===== src/hdl/tcof_pkg.sv =====
package tcof_pkg;

  localparam int QUEUE_DEPTH = 16;
  localparam int PTR_W       = $clog2(QUEUE_DEPTH);
  localparam int CNT_W       = $clog2(QUEUE_DEPTH + 1);
  localparam int STAMP_W     = 32;
  localparam int HANDLE_W    = 16;

  // operation codes
  localparam logic [1:0] OP_ENQ  = 2'd0;
  localparam logic [1:0] OP_ANY  = 2'd1;
  localparam logic [1:0] OP_DEQ0 = 2'd2;
  localparam logic [1:0] OP_DEQ1 = 2'd3;

  // status codes
  localparam logic [1:0] ST_OK    = 2'd0;
  localparam logic [1:0] ST_EMPTY = 2'd1;
  localparam logic [1:0] ST_FULL  = 2'd2;

  typedef struct packed {
    logic [1:0]          operation;
    logic                item_class;
    logic [HANDLE_W-1:0] item_handle;
  } in_item_t;

  typedef struct packed {
    logic [1:0]          status;
    logic                out_class;
    logic [HANDLE_W-1:0] out_handle;
  } out_item_t;

  // queue to decision logic
  typedef struct packed {
    logic                empty;
    logic                full;
    logic [HANDLE_W-1:0] head_handle;
    logic [STAMP_W-1:0]  head_stamp;
  } queue_stat_t;

  // decision logic to queue
  typedef struct packed {
    logic                push;
    logic                pop;
    logic [HANDLE_W-1:0] handle;
    logic [STAMP_W-1:0]  stamp;
  } queue_ctl_t;

endpackage


===== src/hdl/tcof_queue.sv =====
module tcof_queue
  import tcof_pkg::*;
(
  input  logic        clk,
  input  logic        rst,
  input  queue_ctl_t  ctl,
  output queue_stat_t stat
);

  logic [HANDLE_W-1:0] handles [QUEUE_DEPTH];
  logic [STAMP_W-1:0]  stamps  [QUEUE_DEPTH];
  logic [PTR_W-1:0]    head;
  logic [PTR_W-1:0]    tail;
  logic [CNT_W-1:0]    count;

  function automatic logic [PTR_W-1:0] next_slot(input logic [PTR_W-1:0] p);
    logic [PTR_W-1:0] r;
    if (p == PTR_W'(QUEUE_DEPTH - 1)) begin
      r = '0;
    end else begin
      r = p + PTR_W'(1);
    end
    return r;
  endfunction

  assign stat.empty       = (count == '0);
  assign stat.full        = (count == CNT_W'(QUEUE_DEPTH));
  assign stat.head_handle = handles[head];
  assign stat.head_stamp  = stamps[head];

  // entry storage, no reset
  always_ff @(posedge clk) begin
    if (ctl.push) begin
      handles[tail] <= ctl.handle;
      stamps[tail]  <= ctl.stamp;
    end
  end

  always_ff @(posedge clk) begin
    if (rst) begin
      head  <= '0;
      tail  <= '0;
      count <= '0;
    end else begin
      if (ctl.push) begin
        tail  <= next_slot(tail);
        count <= count + CNT_W'(1);
      end else if (ctl.pop) begin
        head  <= next_slot(head);
        count <= count - CNT_W'(1);
      end
    end
  end

`ifndef NO_ASSERTIONS
  a_no_push_full: assert property (@(posedge clk) disable iff (rst)
    ctl.push |-> !stat.full)
    else $error("push into full queue");

  a_no_pop_empty: assert property (@(posedge clk) disable iff (rst)
    ctl.pop |-> !stat.empty)
    else $error("pop from empty queue");

  a_ptr_count: assert property (@(posedge clk) disable iff (rst)
    (head == tail) == (stat.empty || stat.full))
    else $error("pointers disagree with count");
`endif

endmodule


===== src/hdl/tcof_pick.sv =====
module tcof_pick
  import tcof_pkg::*;
(
  input  logic               fire,
  input  in_item_t           item,
  input  logic [STAMP_W-1:0] stamp_next,
  input  queue_stat_t        stat0,
  input  queue_stat_t        stat1,
  output queue_ctl_t         ctl0,
  output queue_ctl_t         ctl1,
  output logic               stamp_adv,
  output out_item_t          result
);

  logic               push;
  logic               pop;
  logic               sel;
  logic [STAMP_W-1:0] diff;
  logic [1:0]         status;

  assign diff = stat0.head_stamp - stat1.head_stamp;

  always_comb begin
    push   = 1'b0;
    pop    = 1'b0;
    sel    = 1'b0;
    status = ST_OK;
    unique case (item.operation)
      OP_ENQ: begin
        sel = item.item_class;
        if (item.item_class ? stat1.full : stat0.full) begin
          status = ST_FULL;
        end else begin
          push = 1'b1;
        end
      end
      OP_ANY: begin
        priority if (stat0.empty && stat1.empty) begin
          status = ST_EMPTY;
        end else if (stat0.empty) begin
          pop = 1'b1;
          sel = 1'b1;
        end else if (stat1.empty) begin
          pop = 1'b1;
          sel = 1'b0;
        end else begin
          // older head wins, ties go to class 1
          pop = 1'b1;
          sel = !diff[STAMP_W-1];
        end
      end
      OP_DEQ0: begin
        if (stat0.empty) begin
          status = ST_EMPTY;
        end else begin
          pop = 1'b1;
          sel = 1'b0;
        end
      end
      default: begin
        if (stat1.empty) begin
          status = ST_EMPTY;
        end else begin
          pop = 1'b1;
          sel = 1'b1;
        end
      end
    endcase
  end

  assign ctl0.push   = fire && push && !sel;
  assign ctl0.pop    = fire && pop && !sel;
  assign ctl0.handle = item.item_handle;
  assign ctl0.stamp  = stamp_next;
  assign ctl1.push   = fire && push && sel;
  assign ctl1.pop    = fire && pop && sel;
  assign ctl1.handle = item.item_handle;
  assign ctl1.stamp  = stamp_next;

  assign stamp_adv = fire && push;

  assign result.status     = status;
  assign result.out_class  = pop && sel;
  assign result.out_handle = pop ? (sel ? stat1.head_handle : stat0.head_handle)
                                 : '0;

endmodule


===== src/hdl/two_class_oldest_first_fifo_top.sv =====
// an accepted item is captured in the input register (hold), then its result in the result register
// throughput: one item per cycle while out_stall allows; queue state updates in the same cycle
// the decision is made, so back-to-back items see each other's effect
// reset (rst, synchronous, active high) empties both queues, zeroes the arrival
// stamp and clears both valid flags; queue entry storage is not cleared
module two_class_oldest_first_fifo_top
  import tcof_pkg::*;
(
  input  logic      clk,
  input  logic      rst,
  input  logic      in_valid,
  output logic      in_stall,
  input  in_item_t  in_data,
  output logic      out_valid,
  input  logic      out_stall,
  output out_item_t out_data
);

  // input register
  logic      hold_valid;
  in_item_t  hold;

  // global arrival stamp, advanced on every stored enqueue
  logic [STAMP_W-1:0] arrival_stamp;
  logic [STAMP_W-1:0] stamp_next;
  logic               stamp_adv;

  logic        advance;
  logic        fire;
  queue_stat_t stat0;
  queue_stat_t stat1;
  queue_ctl_t  ctl0;
  queue_ctl_t  ctl1;
  out_item_t   result;

  // the result register can take a new item when empty or being drained
  assign advance  = !out_valid || !out_stall;
  // the held item is processed exactly when it moves into the result register
  assign fire     = hold_valid && advance;
  // input register stalls only while its item cannot move on
  assign in_stall = hold_valid && !advance;

  assign stamp_next = arrival_stamp + STAMP_W'(1);

  always_ff @(posedge clk) begin
    if (rst) begin
      hold_valid <= 1'b0;
    end else if (!in_stall) begin
      hold_valid <= in_valid;
    end
  end

  always_ff @(posedge clk) begin
    if (in_valid && !in_stall) begin
      hold <= in_data;
    end
  end

  always_ff @(posedge clk) begin
    if (rst) begin
      arrival_stamp <= '0;
    end else if (stamp_adv) begin
      arrival_stamp <= stamp_next;
    end
  end

  // class 0 queue
  tcof_queue u_queue0 (
    .clk  (clk),
    .rst  (rst),
    .ctl  (ctl0),
    .stat (stat0)
  );

  // class 1 queue
  tcof_queue u_queue1 (
    .clk  (clk),
    .rst  (rst),
    .ctl  (ctl1),
    .stat (stat1)
  );

  // operation decode, full and empty checks, oldest-head choice
  tcof_pick u_pick (
    .fire       (fire),
    .item       (hold),
    .stamp_next (stamp_next),
    .stat0      (stat0),
    .stat1      (stat1),
    .ctl0       (ctl0),
    .ctl1       (ctl1),
    .stamp_adv  (stamp_adv),
    .result     (result)
  );

  // result register
  always_ff @(posedge clk) begin
    if (rst) begin
      out_valid <= 1'b0;
    end else if (advance) begin
      out_valid <= hold_valid;
    end
  end

  always_ff @(posedge clk) begin
    if (fire) begin
      out_data <= result;
    end
  end

endmodule

===== config.mk =====
export PLATFORM = sky130hd
export DESIGN_NAME = two_class_oldest_first_fifo_top
export DESIGN_NICKNAME = d
export VERILOG_FILES = /design/src/hdl/tcof_pkg.sv /design/src/hdl/tcof_queue.sv /design/src/hdl/tcof_pick.sv /design/src/hdl/two_class_oldest_first_fifo_top.sv
export SDC_FILE = /design/constraint.sdc
export NUM_CORES = 1
export LEC_CHECK = 0
export BUFFER_PORTS_ARGS = -buffer_cell sky130_fd_sc_hd__buf_4
export CAP_MARGIN = 40
export CORE_MARGIN = 3
export CORE_UTILIZATION = 42
export CTS_CLUSTER_SIZE = 30
export DETAILED_ROUTE_END_ITERATION = 16
export GPL_TIMING_DRIVEN = 0
export HOLD_SLACK_MARGIN = 0.03
export PLACE_DENSITY_LB_ADDON = 0.2
export SKIP_LAST_GASP = 1
export SYNTH_ARGS = -nofsm -noshare
export SYNTH_HDL_FRONTEND = slang
export SYNTH_SLANG_ARGS = --single-unit
export TNS_END_PERCENT = 30

===== constraint.sdc =====
create_clock -name clk -period 7.5 [get_ports clk]
set_input_delay 0.75 -clock clk [delete_from_list [all_inputs] [get_ports clk]]
set_output_delay 0.75 -clock clk [all_outputs]
set_load 0.005 [all_outputs]

### Yosys cells after proc, flatten, opt, wreduce, memory -nomap -nowiden

Memory sizes are Yosys's and may differ from the RTL's. A register that Yosys moved wholly into a read port is not among the register bits.
Cells that the tools add are included.

| cells by class | value |
|---|---|
| $add $sub $neg | 10 |
| reductions and logical operators | 25 |
| bitwise logic cells | 2 |
| shift-type cells | 0 |
| order comparisons | 0 |
| div/mod/pow operators | 0 |
| multiply operators | 0 |
| equality and inequality tests | 8 |
| muxes and demuxes | 37 |

Operators with widths:

| kind | count |
|---|---|
| 4-bit 2-to-1 mux | 12 |
| 32-bit by 1-bit adder with 32-bit output, second input constant | 1 |
| 32-bit subtractor | 1 |
| 5-bit 2-to-1 mux | 4 |
| 4-bit by 1-bit adder with 4-bit output, second input constant | 4 |
| 4-bit == test, second input constant | 4 |
| 1-bit 2-to-1 mux | 16 |
| 16-bit 2-to-1 mux | 1 |
| 1-bit logical AND | 11 |
| 5-bit by 1-bit adder with 5-bit output, second input constant | 2 |
| 5-bit == test, second input constant | 2 |
| 5-bit logical NOT | 2 |
| 5-bit by 1-bit subtractor with 5-bit output, second input constant | 2 |
| 1-bit logical NOT | 6 |
| 1-bit one-hot mux with 3 select lines | 2 |
| 2-bit one-hot mux with 3 select lines | 1 |
| 2-bit AND reduction | 2 |
| 2-bit nonzero test | 2 |
| 2-bit by 1-bit == test with 1-bit output, second input constant | 1 |
| 2-bit == test, second input constant | 1 |
| 2-bit logical NOT | 1 |
| 2-bit 2-to-1 mux | 1 |
| 1-bit inverter | 2 |
| 1-bit logical OR | 1 |

| storage, ports and cells | value |
|---|---|
| input bits | 23 |
| memory bits (writable) | 1536 |
| memories kept | 4 |
| latch bits | 0 |
| output and inout port bits | 21 |
| bits in read-only memories | 0 |
| bits in registers | 98 |
| logic and storage cells | 101 |

Memory list:

| name | words | width | read ports | clocked after memory_dff | wr ports | line | RTL |
|---|---|---|---|---|---|---|---|
| u_queue0.stamps | 16 | 32 | 1 | 1 | 1 | tcof_queue.sv:11 | `logic [STAMP_W-1:0] stamps [QUEUE_DEPTH];` |
| u_queue1.stamps | 16 | 32 | 1 | 1 | 1 | tcof_queue.sv:11 |  |
| u_queue0.handles | 16 | 16 | 1 | 1 | 1 | tcof_queue.sv:10 | `logic [HANDLE_W-1:0] handles [QUEUE_DEPTH];` |
| u_queue1.handles | 16 | 16 | 1 | 1 | 1 | tcof_queue.sv:10 |  |

### Longest topological paths before layout

| depth | value |
|---|---|
| word-level depth | 12 |
| depth in mapped cells | 18 |
| gate-level depth less buffers | 13 |

### Hierarchy

A second synthesis with hierarchy kept.

| unflattened totals | value |
|---|---|
| cell total of the unflattened synthesis | 3160 |
| area, all modules | 64469.3 µm² |

By module, submodules not included:

| module | area an instance (µm²) | instances | seq. area each (µm²) | cells an instance |
|---|---|---|---|---|
| tcof_queue at u_queue1 | 29542.1 | 1 | 23402.4 | 1278 |
| tcof_queue at u_queue0 | 29538.3 | 1 | 23402.4 | 1278 |
| two_class_oldest_first_fifo_top | 3290.7 | 1 | 1821.7 | 311 |
| tcof_pick | 2098.3 | 1 | 0.0 | 293 |

### Least setup slack after synthesis

Ideal clock, no wire load.

| timing path | value |
|---|---|
| kind | in2reg |
| start point | in out_stall |
| end point | mem u_queue0.handles[0][0] (enable) |
| required time | 6.927 ns |
| library setup time | 0.573 ns |
| arrival time | 6.636 ns |
| path buffers | 0 |
| slack | 0.292 ns |
| stages | 7 |
| path through | nand2_1 nand2_1 clkinv_1 nand3_1 nor2_1 inv_1 nor4_1 |

| on the way | value |
|---|---|
| longest elaborated chain between the ends | 7 |

RTL lines:

| item | line | RTL |
|---|---|---|
| from (decl) | two_class_oldest_first_fifo_top.sv:15 | `input logic out_stall,` |
| 1-bit logical NOT | two_class_oldest_first_fifo_top.sv:37 | `assign advance = !out_valid \|\| !out_stall;` |
| 1-bit logical OR | two_class_oldest_first_fifo_top.sv:37 |  |
| 1-bit logical AND | two_class_oldest_first_fifo_top.sv:39 | `assign fire = hold_valid && advance;` |
| named net fire | two_class_oldest_first_fifo_top.sv:29 | `logic fire;` |
| 1-bit logical AND (2 in a row) | tcof_pick.sv:71 | `assign ctl0.push = fire && push && !sel;` |
| 1-bit 2-to-1 mux | tcof_queue.sv:33 | `if (ctl.push) begin` |
| 1-bit 2-to-1 mux (not written as such) | tcof_queue.sv:34 | `handles[tail] <= ctl.handle;` |
| to (decl) | tcof_queue.sv:10 |  |

The timed path passes the listed nets, and every way through them passes these cells.

==> qor.yml <==
grt_pass1_vias: 32225
drive_above_1_share_pct: 31.0
vias_per_cell: 5.69
fin_crit_ns: 7.26
cpPeakStageDelay_ns: 0.67
area_growth_pct: 17.9
portBuffers: 42
r2r_cells: 18
place_ws_ns: 0.0446
finalSetupTns_ns: 0
crit_fanout: 10
fmax_mhz: 138
ctsHoldBuffers: 0
finalMaxSlewViolations: 0
grt_pass1_wl_um: 227000
multi_input_area_um2: 14500
synthArstFlopShare_pct: 0
cts_sinks: 1642
synth-xor-area-share_pct: 0.840
tritoncts: "built"
gp_congestion: 0.793
cts-root-buf: "clkbuf_16"
yosys.area_share.adder_pct: 0.990
grt-ovfl-total: 0
clk_latency_ns: 0.79
ir_drop_v: 0.000238
io_pins: 44
relSlewSlack_pct: 34.9
antenna_cells: 0
grt_max_degree: 35
synth_area_leaders: "edfxtp_1 75%, mux4_2 17%, dfxtp_1 2.1%"
crit_buf_inv: 8
synthMuxAreaShare_pct: 17.1
syn_nets: 2897
synth_cell_types: 55
die_area_um2: 156000
antenna_left: 0
hold_end: "hold[12]$_DFFE_PP_"
num_vias: 30699
fin_area_um2: 74800
worst_path_max_delay_cell: "clkbuf_1"
synth_top_area_cell: "edfxtp_1"
min_path_cells: 1
end_kind: "flop"
synthTopCellsByCount: "1574 x edfxtp_1, 477 x mux4_2, 90 x clkbuf_1, 82 x nand2_1, 68 x dfxtp_1"
crit_type: "reg2reg"
drt_iter0_markers: 3206
yosysMostFrequentCell: "edfxtp_1"
power_density_nw_per_um2: 245
fin_nets: 3334
finClkSkew_ns: 0.0381
required_ns: 8.02
grt_antenna_before_repair: 3
ys.flop_type: "edfxtp_1"
startpoint_type: "flop"
ys_ff_latch: 1642
numCtsBuffers: 165
cap_viol_max_count: 0
dpl.hpwl_um: 107000
rsz0062_at_grt: "no"
grt_usage_pct: 20.3
synth_top_family_by_area: "multiplexers"
post-route-worst-setup-slack_ns: 0.241
crit_cells: 18
route.detailed.drc: 0
crit_chain: "clkbuf_1 -> clkbuf_1 -> clkbuf_1 -> buf_16 -> buf_1 -> buf_8 -> mux4_2 -> ha_1 -> nand4_1 -> nor4_1 -> buf_2 -> nand3_1 -> a41oi_2 -> o311ai_1 -> nand3_2 -> clkbuf_1 -> nand2_1 -> a21oi_1"
final-hold-violation-count: 0
p_leak_nw: 23.0
synth_edf_count: 1574
synth_compound_area_share_pct: 1.15
tightest_slew_ns: 0.976
seqCellArea_um2: 48600
ys.warnings.count: 0
synthCells: 2825
cts_htree_levels: 4
synthesis.area_um2: 63400
r2r-end: "out_data[11]$_SDFFCE_PP0P_"
wl_per_cell_um: 29.2
die_h_um: 395
avgSynthCellArea_um2: 22.5
period_share_pct: 96.8
post_dp_cell_area_um2: 69500
critical_path.top_delay_family: "buffers and inverters"
synth.top_cell.area_share_pct: 74.5
placementRows: 141
finalWirelength_um: 157000
core_area_um2: 149000
firstDrtPassIters: 7
crit_arrival_ns: 7.78
hp-start: "in_data[12]"
die_w_um: 395
setup-violations-final: 0
min_path_type: "in2reg"
cts_buffer_depth: 3
crit_top_cell: "clkbuf_1"
power_mw: 18.3
synthSimpleGateAreaFrac_pct: 2.13
outcome: "finished, final reports clean"
fill_cells: 11735
ys_seq_area_share_pct: 76.7
rrSetupSlack_ns: 0.24
clkTransAtPathRegs_ns: 0.06
start_util_pct: 42.6
[worst max path at each step]
stage	startpoint	endpoint	slack (ns)
after detailed placement	flop	out_data[10]$_SDFFCE_PP0P_	0.04
final	flop	out_data[11]$_SDFFCE_PP0P_	0.24
after CTS	flop	out_data[10]$_SDFFCE_PP0P_	0.02
after global routing	flop	out_data[10]$_SDFFCE_PP0P_	0.002
after global placement	out_stall	u_queue0.stamps[2][6]$_DFFE_PP_	-8.55
after floorplan	out_stall	u_queue0.handles[0][0]$_DFFE_PP_	0.29
[registers in the layout, summed over array words and instances (netlist names), named ones only]
name and cells:
arrival_stamp 32, hold 19, hold_valid 1, out_data 19, out_valid 1, u_queue0.count 5
u_queue0.handles 256, u_queue0.head 4, u_queue0.stamps 512, u_queue0.tail 4, u_queue1.count 5, u_queue1.handles 256
u_queue1.head 4, u_queue1.stamps 512, u_queue1.tail 4
[logic make-up after synthesis]
| kind of cell | count (synthesis) |
|---|---|
| AOI/OAI and AO/OA | 126 |
| xor gates and xnor gates | 60 |
| adders and majority gates | 49 |
| buffers and inverters | 184 |
| DFF | 1642 |
| muxes | 484 |
| and+or+nand+nor | 280 |
[stage by stage]
stage                     utilization [%]  std cells  hold slack (ns)
final                                50.2       5395            0.134
after global routing                 50.2       5395           0.0769
after CTS                            50.2       5389           0.0600
after detailed placement             46.7       5091            0.483
after global placement               44.5       4869            0.468
after floorplan                         -       2825            0.450
[layout make-up]
class	instances	share of cell area, %
Clock buffer	209	5.87
Buffer	131	0.707
Inverter	53	0.266
Tap cell	2002	3.35
Clock inverter	89	1.03
Sequential cell	1642	65.0
Timing Repair Buffer	270	4.46
Multi-Input combinational cell	999	19.3
[repair_timing]
item | in CTS | in global routing
resized for setup | 0 | 4
endpoints found under the setup margin | 0 | 1
buffers inserted | 0 | 0
[cell usage in the layout, fill, tap and decap left out, types with 11 or more instances in the layout]
cell type  count
buf_16        30
or3_1         11
xor2_1        19
buf_4        114
clkbuf_1     126
nand4_1       14
xnor2_2       16
nand3_1       34
clkinv_1      41
nor2_1        60
clkbuf_16    168
mux4_2       477
buf_1         30
a21oi_1       67
and2_4        11
edfxtp_1    1574
o21ai_0       26
nand2_1       82
ha_1          47
buf_8         50
buf_6         67
inv_1         52
dfxtp_1       68
xor2_2        15
clkinv_2      23
[power breakdown]
group | internal [mW] | leakage, nW | switching (mW) | total, mW
clock network | 4.43 | 2.51 | 3.43 | 7.86
logic | 0.198 | 5.83 | 0.264 | 0.461
registers | 9.98 | 14.7 | 0.0342 | 10.0
total | 14.6 | 23.0 | 3.72 | 18.3
[metal layers]
metal	vias up	wire length, µm	share of wire [%]	GRT usage (%)
li1	12768	-	-	-
met1	16665	63600	40	26.8
met2	1023	81900	52	35.3
met3	243	7980	5.1	2.84
met4	0	3840	2.4	5.64
met5	-	0	0	0
Note: power is estimated with default switching activity, not from simulation.
